<file path="src/design/varispeed_delay_stop_ramp_top_assert.svh">
// Assertion macros shared by the varispeed delay modules.
// IMP checks a same-cycle implication, NXT checks the following cycle.
`ifndef VARISPEED_DELAY_STOP_RAMP_TOP_ASSERT_SVH
`define VARISPEED_DELAY_STOP_RAMP_TOP_ASSERT_SVH
`ifndef SYNTHESIS
`define VDSR_ASSERT_IMP(label, clk, rst_n, ante, cons) \
    label: assert property (@(posedge clk) disable iff (!rst_n) (ante) |-> (cons)) \
        else $error("vdsr: same-cycle check failed");
`define VDSR_ASSERT_NXT(label, clk, rst_n, ante, cons) \
    label: assert property (@(posedge clk) disable iff (!rst_n) (ante) |=> (cons)) \
        else $error("vdsr: next-cycle check failed");
`else
`define VDSR_ASSERT_IMP(label, clk, rst_n, ante, cons)
`define VDSR_ASSERT_NXT(label, clk, rst_n, ante, cons)
`endif
`endif

</file>
<file path="src/design/vdsr_pkg.sv">
package vdsr_pkg;

    // Store geometry and sample format
    localparam int STORE_DEPTH = 131072;
    localparam int SAMPLE_BITS = 24;
    localparam int ADDR_W      = $clog2(STORE_DEPTH);
    localparam int FILL_W      = $clog2(STORE_DEPTH + 1);

    // Fixed point: Q1.24 speed and progress, Q.24 read delay
    localparam int FRAC_BITS = 24;
    localparam int Q_W       = FRAC_BITS + 1;
    localparam int K_W       = Q_W + 1;
    localparam int STEP_W    = 25;
    localparam int DINT_W    = $clog2(STORE_DEPTH / 2 + 1);
    localparam int DELAY_W   = DINT_W + FRAC_BITS;

    // Shared signed multiplier
    localparam int MUL_W  = (SAMPLE_BITS + 2 > K_W + 1) ? SAMPLE_BITS + 2 : K_W + 1;
    localparam int PROD_W = 2 * MUL_W;

    localparam logic [Q_W-1:0]     ONE_Q     = Q_W'(1) << FRAC_BITS;
    localparam logic [Q_W-1:0]     HALF_Q    = Q_W'(1) << (FRAC_BITS - 1);
    localparam logic [K_W-1:0]     THREE_Q   = K_W'(3) << FRAC_BITS;
    localparam logic [DELAY_W-1:0] MAX_DELAY = DELAY_W'(STORE_DEPTH / 2) << FRAC_BITS;

    // Configuration registers
    localparam int                  CFG_IDX_W      = 1;
    localparam logic [CFG_IDX_W-1:0] CFG_STOP_STEP  = CFG_IDX_W'(0);
    localparam logic [CFG_IDX_W-1:0] CFG_START_STEP = CFG_IDX_W'(1);
    localparam logic [STEP_W-1:0]    STEP_RESET     = STEP_W'(699);

    typedef enum logic [1:0] {
        MODE_IDLE     = 2'd0,
        MODE_STOPPING = 2'd1,
        MODE_STOPPED  = 2'd2,
        MODE_STARTING = 2'd3
    } t_mode;

    typedef enum logic [1:0] {
        REQ_NONE   = 2'd0,
        REQ_STOP   = 2'd1,
        REQ_START  = 2'd2,
        REQ_TOGGLE = 2'd3
    } t_req;

    typedef enum logic [3:0] {
        OP_NONE,
        OP_LOAD,
        OP_WRITE,
        OP_SQUARE,
        OP_ROUND,
        OP_CUBE,
        OP_SPEED,
        OP_DELAY,
        OP_ADDR,
        OP_READ0,
        OP_READ1,
        OP_DIFF,
        OP_MUL_L,
        OP_MUL_R,
        OP_FIN
    } t_dp_op;

    typedef enum logic [3:0] {
        ST_IDLE,
        ST_WRITE,
        ST_SQUARE,
        ST_ROUND,
        ST_CUBE,
        ST_SPEED,
        ST_DELAY,
        ST_ADDR,
        ST_READ0,
        ST_READ1,
        ST_DIFF,
        ST_MUL_L,
        ST_MUL_R,
        ST_FIN
    } t_state;

endpackage

</file>
<file path="src/design/vdsr_ctrl.sv">
`include "varispeed_delay_stop_ramp_top_assert.svh"

module vdsr_ctrl (
    input  logic             i_clk,
    input  logic             i_rst_n,
    input  logic             i_in_valid,
    output logic             o_in_ready,
    output logic             o_out_valid,
    input  logic             i_out_ready,
    output vdsr_pkg::t_dp_op o_op
);

    vdsr_pkg::t_state r_state, n_state;
    logic             r_out_valid, n_out_valid;

    always_ff @(posedge i_clk) begin
        if (!i_rst_n) begin
            r_state     <= vdsr_pkg::ST_IDLE;
            r_out_valid <= 1'b0;
        end else begin
            r_state     <= n_state;
            r_out_valid <= n_out_valid;
        end
    end

    always_comb begin
        n_state    = r_state;
        o_op       = vdsr_pkg::OP_NONE;
        o_in_ready = 1'b0;
        n_out_valid = (r_out_valid && !i_out_ready);
        unique case (r_state)
            vdsr_pkg::ST_IDLE: begin
                o_in_ready = 1'b1;
                if (i_in_valid) begin
                    o_op    = vdsr_pkg::OP_LOAD;
                    n_state = vdsr_pkg::ST_WRITE;
                end
            end
            vdsr_pkg::ST_WRITE: begin
                o_op    = vdsr_pkg::OP_WRITE;
                n_state = vdsr_pkg::ST_SQUARE;
            end
            vdsr_pkg::ST_SQUARE: begin
                o_op    = vdsr_pkg::OP_SQUARE;
                n_state = vdsr_pkg::ST_ROUND;
            end
            vdsr_pkg::ST_ROUND: begin
                o_op    = vdsr_pkg::OP_ROUND;
                n_state = vdsr_pkg::ST_CUBE;
            end
            vdsr_pkg::ST_CUBE: begin
                o_op    = vdsr_pkg::OP_CUBE;
                n_state = vdsr_pkg::ST_SPEED;
            end
            vdsr_pkg::ST_SPEED: begin
                o_op    = vdsr_pkg::OP_SPEED;
                n_state = vdsr_pkg::ST_DELAY;
            end
            vdsr_pkg::ST_DELAY: begin
                o_op    = vdsr_pkg::OP_DELAY;
                n_state = vdsr_pkg::ST_ADDR;
            end
            vdsr_pkg::ST_ADDR: begin
                o_op    = vdsr_pkg::OP_ADDR;
                n_state = vdsr_pkg::ST_READ0;
            end
            vdsr_pkg::ST_READ0: begin
                o_op    = vdsr_pkg::OP_READ0;
                n_state = vdsr_pkg::ST_READ1;
            end
            vdsr_pkg::ST_READ1: begin
                o_op    = vdsr_pkg::OP_READ1;
                n_state = vdsr_pkg::ST_DIFF;
            end
            vdsr_pkg::ST_DIFF: begin
                o_op    = vdsr_pkg::OP_DIFF;
                n_state = vdsr_pkg::ST_MUL_L;
            end
            vdsr_pkg::ST_MUL_L: begin
                o_op    = vdsr_pkg::OP_MUL_L;
                n_state = vdsr_pkg::ST_MUL_R;
            end
            vdsr_pkg::ST_MUL_R: begin
                o_op    = vdsr_pkg::OP_MUL_R;
                n_state = vdsr_pkg::ST_FIN;
            end
            vdsr_pkg::ST_FIN: begin
                // hold until the result register is free or drains this cycle
                if (!r_out_valid || i_out_ready) begin
                    o_op        = vdsr_pkg::OP_FIN;
                    n_out_valid = 1'b1;
                    n_state     = vdsr_pkg::ST_IDLE;
                end
            end
            default: n_state = vdsr_pkg::ST_IDLE;
        endcase
    end

    assign o_out_valid = r_out_valid;

    `VDSR_ASSERT_NXT(a_accept_busy, i_clk, i_rst_n, i_in_valid && o_in_ready, !o_in_ready)
    `VDSR_ASSERT_IMP(a_fin_slot, i_clk, i_rst_n, o_op == vdsr_pkg::OP_FIN, !r_out_valid || i_out_ready)

endmodule

</file>
<file path="config.mk">
export PLATFORM = sky130hd
export DESIGN_NAME = vdsr_ctrl
export DESIGN_NICKNAME = d
export VERILOG_FILES = /design/src/design/vdsr_pkg.sv /design/src/design/vdsr_ctrl.sv
export VERILOG_INCLUDE_DIRS = /design/src /design/src/design
export SDC_FILE = /design/constraint.sdc
export NUM_CORES = 1
export LEC_CHECK = 0
export BUFFER_PORTS_ARGS = -buffer_cell sky130_fd_sc_hd__clkbuf_2
export CAP_MARGIN = 30
export CORE_AREA = 2 2 39 41
export CTS_CLUSTER_SIZE = 10
export DETAILED_ROUTE_END_ITERATION = 8
export DIE_AREA = 0 0 41 43
export HOLD_SLACK_MARGIN = 0.15
export SKIP_LAST_GASP = 1
export SLEW_MARGIN = 20
export SYNTH_ARGS = -nofsm -noshare
export SYNTH_HDL_FRONTEND = slang
export SYNTH_SLANG_ARGS = --single-unit
</file>
<file path="constraint.sdc">
create_clock -name i_clk -period 1.3 [get_ports i_clk]
set_input_delay 0.13 -clock i_clk [delete_from_list [all_inputs] [get_ports i_clk]]
set_output_delay 0.13 -clock i_clk [all_outputs]
set_load 0.01 [all_outputs]
</file>
# Word level (Yosys, flattened, before mapping)

Cells that the tools add are included.

Flip-flop bits (word level): 5
Input bits: 4
Output and inout port bits: 6

Reduce and logical (&&, ||, !) cells: 6
Equality and inequality tests: 15
Mux-type cells: 9

Operator list:

| cell                 | count |
|---|---|
| $pmux W4 S14         | 2 |
| $eq A4 B4 Y1 const B | 6 |
| $eq A4 B3 Y1 const B | 4 |
| $mux W4              | 3 |
| $eq A4 B2 Y1 const B | 2 |
| $eq A4 B1 Y1 const B | 1 |
| $logic_not A4 Y1     | 1 |
| $mux W1              | 4 |
| $ne A2 B2 Y1 const B | 2 |
| $logic_not A1 Y1     | 2 |
| $reduce_and A2 Y1    | 1 |
| $logic_and A1 B1 Y1  | 1 |
| $logic_or A1 B1 Y1   | 1 |

# Depth between registers and ports, before layout

Gate-level depths: netlist of the first run.

Depth after elaboration: 4
Gate-level depth with buffers: 4
Depth with buffers taken out: 3

# Worst setup path after synthesis of the first run

No wires, ideal clock.

Path kind: reg-to-reg
Start: reg r_state[3]
End: reg r_state[0]
Setup slack: 0.221 ns
Cell stages (with the launch flop): 5
Required time: 1.185 ns
Arrival time: 0.964 ns
Buffers on the path: 1
Period minus slack after synthesis: 1.079 ns
Cells stage by stage: dfxtp_1 buf_6 nor4_4 a311oi_2 o21a_1

Longest elaborated chain between the ends: 3

Ends and longest elaborated chain:

| what                                                    | RTL line        | text |
|---|---|---|
| start: declaration                                      | vdsr_ctrl.sv:13 | `vdsr_pkg::t_state r_state, n_state;` |
| start signal: assignment                                | vdsr_ctrl.sv:18 | `r_state <= vdsr_pkg::ST_IDLE;` |
| start signal: assignment                                | vdsr_ctrl.sv:21 | `r_state <= n_state;` |
| $eq A4 B4 Y1 / $logic_not A4 Y1 (equally long branches) | vdsr_ctrl.sv:31 | `unique case (r_state)` |
| $ne A2 B2 Y1 (no source line)                           | --              |  |
| $reduce_and A2 Y1 (no source line)                      | --              |  |

Several ways; a longest one is shown, not always the timed one.
A chain may end at the register's enable or synchronous reset.

# Final worst setup path of the first run

Start: reg r_state[0]
End: out o_op[1]

Longest elaborated chain between the ends: 2

Ends and longest elaborated chain:

| what                                       | RTL line        | text |
|---|---|---|
| $eq A4 B4 Y1, or another cell as far along | vdsr_ctrl.sv:31 |  |
| $pmux W4 S14 (*)                           | vdsr_ctrl.sv:31 |  |
| end: declaration                           | vdsr_ctrl.sv:10 | `output vdsr_pkg::t_dp_op o_op` |

Every way passes the cells marked *; elsewhere a longest branch is shown, timed or not.

==> results of run 1 <==
==> Yosys cell counts <==
cell type / instances
a211oi_1: 1
dfxtp_1: 5
o21ai_0: 1
inv_1: 1
nand2_1: 4
nor4_1: 1
o211ai_1: 2
a21oi_1: 3
nor2b_1: 1
o21a_1: 1
o21ai_1: 2
nand2b_1: 3
nor4_4: 1
buf_6: 3
xor2_1: 1
nand4b_1: 2
a311oi_2: 1
nor2_1: 2
a22o_1: 1
==> cells in the final DEF (no fill, tap or decap), drive strengths merged, types with 2 or more instances in the layout <==
| master | count |
|---|---|
| a21oi | 3 |
| buf | 5 |
| clkbuf | 9 |
| dfxtp | 5 |
| nand2 | 4 |
| nand2b | 3 |
| nand4b | 2 |
| nor2 | 2 |
| nor4 | 2 |
| o211ai | 2 |
| o21ai | 3 |
==> layout make-up <==
| type | count | area (µm²) |
|---|---|---|
| Multi-Input combinational cell | 27 | 206.4 |
| Fill cell | 151 | 940.9 |
| Sequential cell | 5 | 115.1 |
| Clock inverter | 1 | 5.005 |
| Tap cell | 16 | 20.02 |
| Clock buffer | 3 | 22.52 |
| Inverter | 1 | 3.754 |
| Timing Repair Buffer | 12 | 70.07 |
==> sequential cells by signal, indices dropped and copies added (netlist names) <==
name	cells
r_state	4
o_out_valid	1
==> cells by family after synthesis <==
kind of cell / after synthesis / share of synthesized area, %
and+or+nand+nor: 14 / 28.69
AOI/OAI and AO/OA: 12 / 25.97
xor gates and xnor gates: 1 / 2.714
DFF: 5 / 31.01
buffers and inverters: 4 / 11.63
==> worst register-to-register path: stages (launching register included) <==
cell	delay, ps
dfxtp_4	380
nor4_4	290
a311oi_2	70
buf_4	150
o21a_1	170
==> metrics by stage <==
| step | hold slack (ps) | worst slack (ps) | instance area, µm² | cells |
|---|---|---|---|---|
| after floorplan | 247.5 | 221.5 | 322.8 | 36 |
| after global placement | 367.6 | 79.03 | 354.1 | 58 |
| after detailed placement | 359.4 | 68.07 | 354.1 | 58 |
| after CTS | 252.6 | -47.44 | 414.1 | 63 |
| after global routing | 295.2 | -85.96 | 442.9 | 65 |
| final | 256.5 | -28.03 | 442.9 | 65 |
==> routing by layer <==
layer  global-route usage (%)  share of wire, %  routed length, µm
met1                    13.83                45                349
met2                    12.50                43                330
met3                    8.377               8.5                 66
met4                    6.000               3.2                 25
met5                        0                 0                  0
==> power breakdown <==
part | internal [mW] | total [mW] | leakage, nW | switching, mW
clock network | 0.112 | 0.186 | 0.0177 | 0.0743
logic | 0.0598 | 0.104 | 0.118 | 0.0446
registers | 0.159 | 0.182 | 0.0436 | 0.0223
==> worst min-delay path by stage <==
| stage | slack (ps) | to | cells past startpoint | from |
|---|---|---|---|---|
| 4_1_cts | 250 | o_out_valid | 3 | i_out_ready |
| 6_report | 260 | o_out_valid | 3 | i_out_ready |
| 3_5_place_dp | 360 | r_state[0] | 2 | i_rst_n |
| 2_1_floorplan | 250 | r_state[0] | 1 | i_rst_n |
| 5_1_grt | 300 | o_out_valid | 3 | i_out_ready |
| 3_3_place_gp | 370 | r_state[0] | 2 | i_rst_n |
==> what timing repair did <==
action / CTS / global route
setup buffers: 0 / 2
pin swaps: 0 / 1
endpoints found under the setup margin: 5 / 5
hold buffers: 1 / 0
hold endpoints to repair: 1 / 0
resized for setup: 9 / 7
==> impl_metrics.yaml, run 1 <==
outcome:
  outcome: "finished, violations left"
  violations: "setup timing"
setup_path:
  cp.required_ps: 1170
  cp-start-kind: "flop"
  crit_path_end_kind: "output port"
  r2r-start: "r_state[3]"
  cpPeakStageDelay_ps: 380
  critPathBufInv: 1
  reg2reg_depth: 4
  critical-path-top-delay-family: "flip-flops"
  rrSetupSlack_ps: 140
  critPathLaunch: "r_state[0]"
  r2r_end: "r_state[0]"
  path_depth: 4
  arrival_ps: 1200
  cp_cell_sequence: "nand2b_4, a22o_1, o21ai_0, buf_2"
  cp_max_fo: 8
  critical_path.slowest_cell: "dfxtp_4"
  crit_path_end: "o_op[1]"
  criticalPathCategory: "reg -> out"
global_routing:
  grt_start_max_net_pins: 11
  grt_usage_pct: 10.84
  antenna_found_initial: 0
  grt.overflow.total: 0
  grt_pass1_vias: 287
  grt_pass1_wl_um: 1228
detailed_routing:
  viasPerCell: 4.800
  ant_nets: 0
  drc: 0
  vias: 312
  wire_per_inst_um: 11.88
  drt_iter0_markers: 6
  finalWirelength_um: 772
  dr.pass1.iters: 4
layout:
  finalNetCount: 54
  diodes: 0
  utilization_pct: 32.01
  drive_gt1_share_pct: 48.98
  area_growth_pct: 37.21
timing:
  post-route-period-util_pct: 102.2
  final-hold-violation-count: 0
  skew_ps: 4.028
  maxSlewViolCount: 0
  setup_viol_count_final: 2
  fin_setup_tns_ps: -47.03
  fin_ws_ps: -28.03
  fmax_mhz: 753.0
  tightest_slew_ps: 236.4
  slew_headroom_pct: 84.24
  finalCriticalPeriod_ps: 1328
  rsz0062_at_grt: "true"
cts:
  clk_pin_slew_ps: 50
  cts_max_level: 1
  cts_made_buffers: 3
  clock_path_buffers: 2
  cts.sinks: 5
  insertion_delay_ps: 250
  root_buffer: "clkbuf_4"
  cts_tree: "built"
power:
  power.leakage_nw: 0.1789
  ir_drop_uv: 430.4
  power_uw: 472.1
  p_per_area_mw_per_mm2: 1066
floorplan:
  rows: 14
  die_x_um: 41
  initial_core_util_pct: 23.33
  fp.dieH_um: 43
  dieArea_mm2: 0.001763
  io_pins: 10
  coreArea_mm2: 0.001384
placement:
  dp_hpwl_um: 499.9
  gp_congestion: 0.6674
  io_buffers: 9
yosys:
  yosysTopAreaCell: "dfxtp_1"
  seq_area_frac_synth_pct: 31.01
  syn-cell-area_um2: 322.8
  yosys_register_bits: 5
  yosysWarnings: 0
  synth_area_leaders: "dfxtp_1 (31%), buf_6 (10%), nor4_4 (6.6%)"
  yosysTopAreaCellShare_pct: 31.01
  synth_cells: 36
  synth_fp_nets: 40
  syn_area_per_cell_um2: 8.967
  synth_cell_types: 19
run:
  drv_cap: 0
hold_path:
  min-delay-path-class: "in -> reg"
Note: power is estimated with default switching activity, not from simulation.
==> inputs of run 2 (changes only) <==
--- a/config.mk
+++ b/config.mk
@@ -8,11 +8,14 @@
 export LEC_CHECK = 0
 export BUFFER_PORTS_ARGS = -buffer_cell sky130_fd_sc_hd__clkbuf_2
 export CAP_MARGIN = 30
+export CELL_PAD_IN_SITES_DETAIL_PLACEMENT = 1
+export CELL_PAD_IN_SITES_GLOBAL_PLACEMENT = 2
 export CORE_AREA = 2 2 39 41
 export CTS_CLUSTER_SIZE = 10
 export DETAILED_ROUTE_END_ITERATION = 8
 export DIE_AREA = 0 0 41 43
 export HOLD_SLACK_MARGIN = 0.15
+export PLACE_DENSITY_LB_ADDON = 0.1
 export SKIP_LAST_GASP = 1
 export SLEW_MARGIN = 20
 export SYNTH_ARGS = -nofsm -noshare
==> constraint.sdc (replaced) <==
create_clock -name i_clk -period 1.6 [get_ports i_clk]
set_input_delay 0.16 -clock i_clk [delete_from_list [all_inputs] [get_ports i_clk]]
set_output_delay 0.16 -clock i_clk [all_outputs]
set_load 0.01 [all_outputs]
==> run 2 against run 1 <==
The flow now finishes without violations. Register-to-register slack better by 310 ps. Global-route usage rose by 0.92 points. Combinational power shrank 35%. Total power is 22% lower. Sequential share of layout area up 0.13 points. Sequential cell count is the same. Routed wire length grew 4.9%. Clock power fell by 18%. Sequential power is 18% lower. Critical path depth decreased by 1. Worst setup slack gained 120 ps. Die area unchanged. Critical path type unchanged. Critical endpoint is now o_op[0].
==> impl_metrics.yaml, run 2 (synthesized netlist as in run 1, its figures left out) <==
detailed_routing:
  vias: 312
  drt_iter0_markers: 7
  viasPerCell: 4.952
  dr.pass1.iters: 2
  drc: 0
  finalWirelength_um: 810
  wire_per_inst_um: 12.86
  ant_nets: 0
cts:
  cts_tree: "built"
  root_buffer: "clkbuf_4"
  cts_setup_buffers: 0
  cts.sinks: 5
  cts_made_buffers: 3
  clk_pin_slew_ps: 50
  clock_path_buffers: 2
  cts_max_level: 1
  insertion_delay_ps: 240
global_routing:
  grt_usage_pct: 11.76
  grt_start_max_net_pins: 11
  grt_pass1_wl_um: 1393
  grt.overflow.total: 0
  antenna_found_initial: 0
  grt_pass1_vias: 299
placement:
  dp_hpwl_um: 615.5
  gp_congestion: 0.6432
  post-place-ws_ps: 306.0
  io_buffers: 9
power:
  internal_power_uw: 260.8
  p_switching_uw: 107.2
  power_frac_clock_pct: 41.2
  pwr-share-comb_pct: 18.2
  power.leakage_nw: 0.1578
  swShare_pct: 29.12
  ir_drop_uv: 351.5
  p_per_area_mw_per_mm2: 936.6
  seqPwrFrac_pct: 40.5
floorplan:
  fp.dieH_um: 43
  rows: 14
  die_x_um: 41
  dieArea_mm2: 0.001763
  initial_core_util_pct: 23.33
  io_pins: 10
  coreArea_mm2: 0.001384
setup_path:
  cp.required_ps: 1440
  r2r_end: "r_state[0]"
  reg2reg_depth: 3
  cp-start-kind: "flop"
  crit_path_end_kind: "output port"
  rrSetupSlack_ps: 450
  arrival_ps: 1350
  criticalPathCategory: "reg -> out"
  r2r-start: "r_state[3]"
  cp_max_fo: 10
timing:
  rsz0062_at_grt: "false"
  skew_ps: 0.4579
  post-route-period-util_pct: 94.37
  fin_setup_tns_ps: 0
  fmax_mhz: 662.3
  setup_viol_count_final: 0
  tightest_slew_ps: 418.9
  fin_ws_ps: 90.09
  finalCriticalPeriod_ps: 1510
  final-hold-violation-count: 0
  maxSlewViolCount: 0
  slew_headroom_pct: 72.03
hold_path:
  holdPathStages: 4
  holdCritStartpoint: "i_out_ready"
  min-delay-path-class: "in -> reg"
  min_to: "r_state[2]"
layout:
  largest_register_ff_count: 4
  final_cell_mix: "clkbuf_2 (9), nand2_1 (4)"
  top_register: "r_state"
  finalNetCount: 52
  area_growth_pct: 21.71
  drive_gt1_share_pct: 34.04
  diodes: 0
  layout_commonest_cell: "clkbuf_2"
  num-fill-cells: 173
  utilization_pct: 28.39
outcome:
  outcome: "finished, final reports clean"
run:
  drv_cap: 0
[run 2: cell types whose count changed in the layout (fill, tap and decap cells not counted), moves of 2 or more]
cell / before / now
buf_4: 2 / 0
nand2b_1: 1 / 3
dfxtp_4: 4 / 0
buf_2: 3 / 0
nand2b_4: 2 / 0
dfxtp_1: 1 / 3
dfxtp_2: 0 / 2
clkbuf_2: 6 / 9
[run 2: critical path: stages, from the launching register on]
cell and delay (ps):
dfxtp_1 570, nor4_4 90, a311oi_2 250, clkbuf_2 190
[run 2: how the worst max path moves through the flow]
stage	from	end	slack, ps	cells after the start
2_1_floorplan	r_state[3]	r_state[0]	520	4
3_3_place_gp	r_state[1]	o_op[1]	310	4
3_5_place_dp	r_state[1]	o_op[1]	310	4
4_1_cts	r_state[1]	o_op[1]	30	4
5_1_grt	r_state[0]	o_op[1]	5	4
6_report	r_state[3]	o_op[0]	90	3
[run 2: cell type report]
class | count | area [µm²] | area share, %
Clock buffer | 4 | 26.28 | 6.688
Inverter | 1 | 3.754 | 0.9554
Multi-Input combinational cell | 27 | 185.2 | 47.13
Sequential cell | 5 | 102.6 | 26.11
Tap cell | 16 | 20.02 | 5.096
Timing Repair Buffer | 10 | 55.05 | 14.01
[run 2: power groups by stage]
stage	registers, mW	logic (mW)	clock network (mW)
6_report	0.149	0.0671	0.152
5_1_grt	0.151	0.0740	0.173
4_1_cts	0.148	0.0683	0.158
3_5_place_dp	0.151	0.0665	0
3_3_place_gp	0.150	0.0645	0
2_1_floorplan	0.139	0.0568	0
[run 2: metrics by stage]
| stage | area, µm² | total power [mW] | hold slack, ps | instances |
|---|---|---|---|---|
| finish | 392.9 | 0.3680 | 319.6 | 63 |
| global route | 392.9 | 0.3985 | 336.8 | 63 |
| CTS | 390.4 | 0.3745 | 323.3 | 63 |
| detailed placement | 354.1 | 0.2171 | 390.4 | 58 |
| global placement | 354.1 | 0.2146 | 377.4 | 58 |
| floorplan | 322.8 | 0.1956 | 277.5 | 36 |
[run 2: timing repair]
action,CTS,global route
hold buffers,1,0
endpoints found under the setup margin,0,3
hold endpoints to repair,1,0
resized for setup,0,2
[run 2: metal layers]
metal / track usage (%) / part of all wire (%) / vias to the layer above
li1: - / - / 154
met2: 15.00 / 49 / 6
met4: 8.000 / 0.49 / 0
met5: 0 / 0 / -
met1: 16.45 / 46 / 150
met3: 3.141 / 4.2 / 2
==> inputs of run 3 (changes only) <==
--- a/config.mk
+++ b/config.mk
@@ -8,8 +8,8 @@
 export LEC_CHECK = 0
 export BUFFER_PORTS_ARGS = -buffer_cell sky130_fd_sc_hd__clkbuf_2
 export CAP_MARGIN = 30
-export CELL_PAD_IN_SITES_DETAIL_PLACEMENT = 1
-export CELL_PAD_IN_SITES_GLOBAL_PLACEMENT = 2
+export CELL_PAD_IN_SITES_DETAIL_PLACEMENT = 0
+export CELL_PAD_IN_SITES_GLOBAL_PLACEMENT = 1
 export CORE_AREA = 2 2 39 41
 export CTS_CLUSTER_SIZE = 10
 export DETAILED_ROUTE_END_ITERATION = 8
@@ -17,7 +17,6 @@
 export HOLD_SLACK_MARGIN = 0.15
 export PLACE_DENSITY_LB_ADDON = 0.1
 export SKIP_LAST_GASP = 1
-export SLEW_MARGIN = 20
 export SYNTH_ARGS = -nofsm -noshare
 export SYNTH_HDL_FRONTEND = slang
 export SYNTH_SLANG_ARGS = --single-unit
==> run 3 against run 2 <==
Die area stayed put. Utilization is 0.090 points higher. Register-to-register slack hardly changed. Routed wire length is 7.4% lower. Non-clock buffer count stayed put. Global-route usage is 0.10 points lower. Fmax is 2.8% higher. Count of clock-buffer cells in the layout stayed put. Largest power group is now registers.
==> impl_metrics.yaml, run 3 (synthesized netlist as in run 1, its figures left out) <==
outcome:
  outcome: "finished, final reports clean"
floorplan:
  coreArea_mm2: 0.001384
  initial_core_util_pct: 23.33
  die_x_um: 41
  fp.dieH_um: 43
  io_pins: 10
  dieArea_mm2: 0.001763
  rows: 14
layout:
  seqCellArea_um2: 103.9
  finalInstanceArea_um2: 394.1
  num-fill-cells: 158
  diodes: 0
  area_growth_pct: 22.09
  finalNetCount: 52
  final_cell_mix: "clkbuf_2 (9), nand2_1 (4)"
  multiInputGateArea_um2: 185.2
  largest_register_ff_count: 4
  fin_cells: 63
  top_register: "r_state"
  layout_commonest_cell: "clkbuf_2"
  drive_gt1_share_pct: 36.17
placement:
  dp_cells: 58
  gp_congestion: 0.6916
  post_dp_cell_area_um2: 354.1
  dp_hpwl_um: 522.8
  io_buffers: 9
detailed_routing:
  vias: 299
  ant_nets: 0
  viasPerCell: 4.746
  dr.pass1.iters: 1
  drt_iter0_markers: 0
  finalWirelength_um: 750
  drc: 0
  wire_per_inst_um: 11.90
timing:
  fin_setup_tns_ps: 0
  slew_headroom_pct: 72.65
  maxSlewViolCount: 0
  finalCriticalPeriod_ps: 1468
  tightest_slew_ps: 409.8
  final-hold-violation-count: 0
  post-route-period-util_pct: 91.77
  fmax_mhz: 681.0
  skew_ps: 1.750
  setup_viol_count_final: 0
  rsz0062_at_grt: "false"
hold_path:
  holdCritStartpoint: "i_out_ready"
  min-delay-path-class: "in -> reg"
setup_path:
  cp_cell_sequence: "nor4_4, a311oi_2, clkbuf_2"
  r2r-start: "r_state[3]"
  cp_max_fo: 10
  crit_path_end_kind: "output port"
  arrival_ps: 1310
  criticalPathCategory: "reg -> out"
  cp.required_ps: 1440
  cpPeakStageDelay_ps: 560
  critical_path.slowest_cell: "dfxtp_1"
  cp-start-kind: "flop"
  critPathLaunch: "r_state[3]"
cts:
  cts_setup_buffers: 0
  root_buffer: "clkbuf_4"
  cts.sinks: 5
  cts_max_level: 1
  cts_tree: "built"
  insertion_delay_ps: 240
  clock_path_buffers: 2
  cts_made_buffers: 3
  clk_pin_slew_ps: 40
run:
  drv_cap: 0
global_routing:
  gr-usage-met3_pct: 3.665
  grt_usage_pct: 11.66
  grt_start_max_net_pins: 11
  grt_pass1_wl_um: 1331
  top_usage_layer: "met1"
  grtUsageMet2_pct: 14.06
  grt_pass1_vias: 291
  antenna_found_initial: 0
  use_met1_pct: 15.81
  grt.overflow.total: 0
power:
  p_switching_uw: 100.7
  swShare_pct: 27.81
  p_per_area_mw_per_mm2: 918.2
  power_frac_clock_pct: 40.5
  pwr-share-comb_pct: 18.0
  internal_power_uw: 261.2
  seqPwrFrac_pct: 41.5
  power.leakage_nw: 0.1581
  ir_drop_uv: 320.2
run 3: changes by cell type in the layout (fill, tap and decap cells not counted):
cell / change
dfxtp_1: -1
dfxtp_2: +1
run 3: stage by stage:
stage / power, mW / utilization (%) / hold WS (ps) / worst slack (ps)
floorplan: 0.1956 / - / 277.5 / 521.5
global placement: 0.2148 / 25.59 / 379.2 / 329.6
detailed placement: 0.2155 / 25.59 / 387.1 / 314.7
global route: 0.3917 / 28.48 / 346.2 / 24.92
finish: 0.3619 / 28.48 / 304.8 / 131.7
CTS: 0.3709 / 28.21 / 306.2 / 47.26
run 3: cell type report:
type                    instances  area share (%)
flip-flops and latches          5           26.35
multi-input cells              27           46.98
inverters                       1          0.9524
clock buffers                   4           6.667
repair buffers                 10           13.97
well taps                      16           5.079
run 3: final timing paths:
| check | depth (start not counted) | slack (ps) | endpoint |
|---|---|---|---|
| worst max-delay path | 3 | 130 | o_op[0] |
| worst min-delay path | 3 | 300 | o_out_valid |
| worst max register to register | 3 | 460 | r_state[0] |
| worst min register to register | 2 | 590 | o_out_valid |
run 3: worst max-delay path, delay by kind of cell, from the launching register on:
| family | cells | cell delay (ps) |
|---|---|---|
| simple gates | 1 | 90 |
| compound gates | 1 | 230 |
| buf+inv | 1 | 180 |
| flops | 1 | 560 |
run 3: power groups by stage:
stage / Combinational, mW / Clock, mW / Sequential [mW]
finish: 0.0651 / 0.147 / 0.150
global route: 0.0730 / 0.167 / 0.152
CTS: 0.0666 / 0.156 / 0.149
detailed placement: 0.0645 / 0 / 0.151
global placement: 0.0647 / 0 / 0.150
floorplan: 0.0568 / 0 / 0.139
run 3: layer usage:
layer / up-vias / share of wire [%]
met4: 0 / 1.9
met5: - / 0
met2: 7 / 43
met3: 2 / 6.1
li1: 156 / -
met1: 134 / 49
run 3: repair_timing:
action | 4_1_cts | 5_1_grt
endpoints found under the setup margin | 0 | 3
gates resized for setup | 0 | 3
endpoints found under the hold margin | 1 | 0
hold buffers | 1 | 0
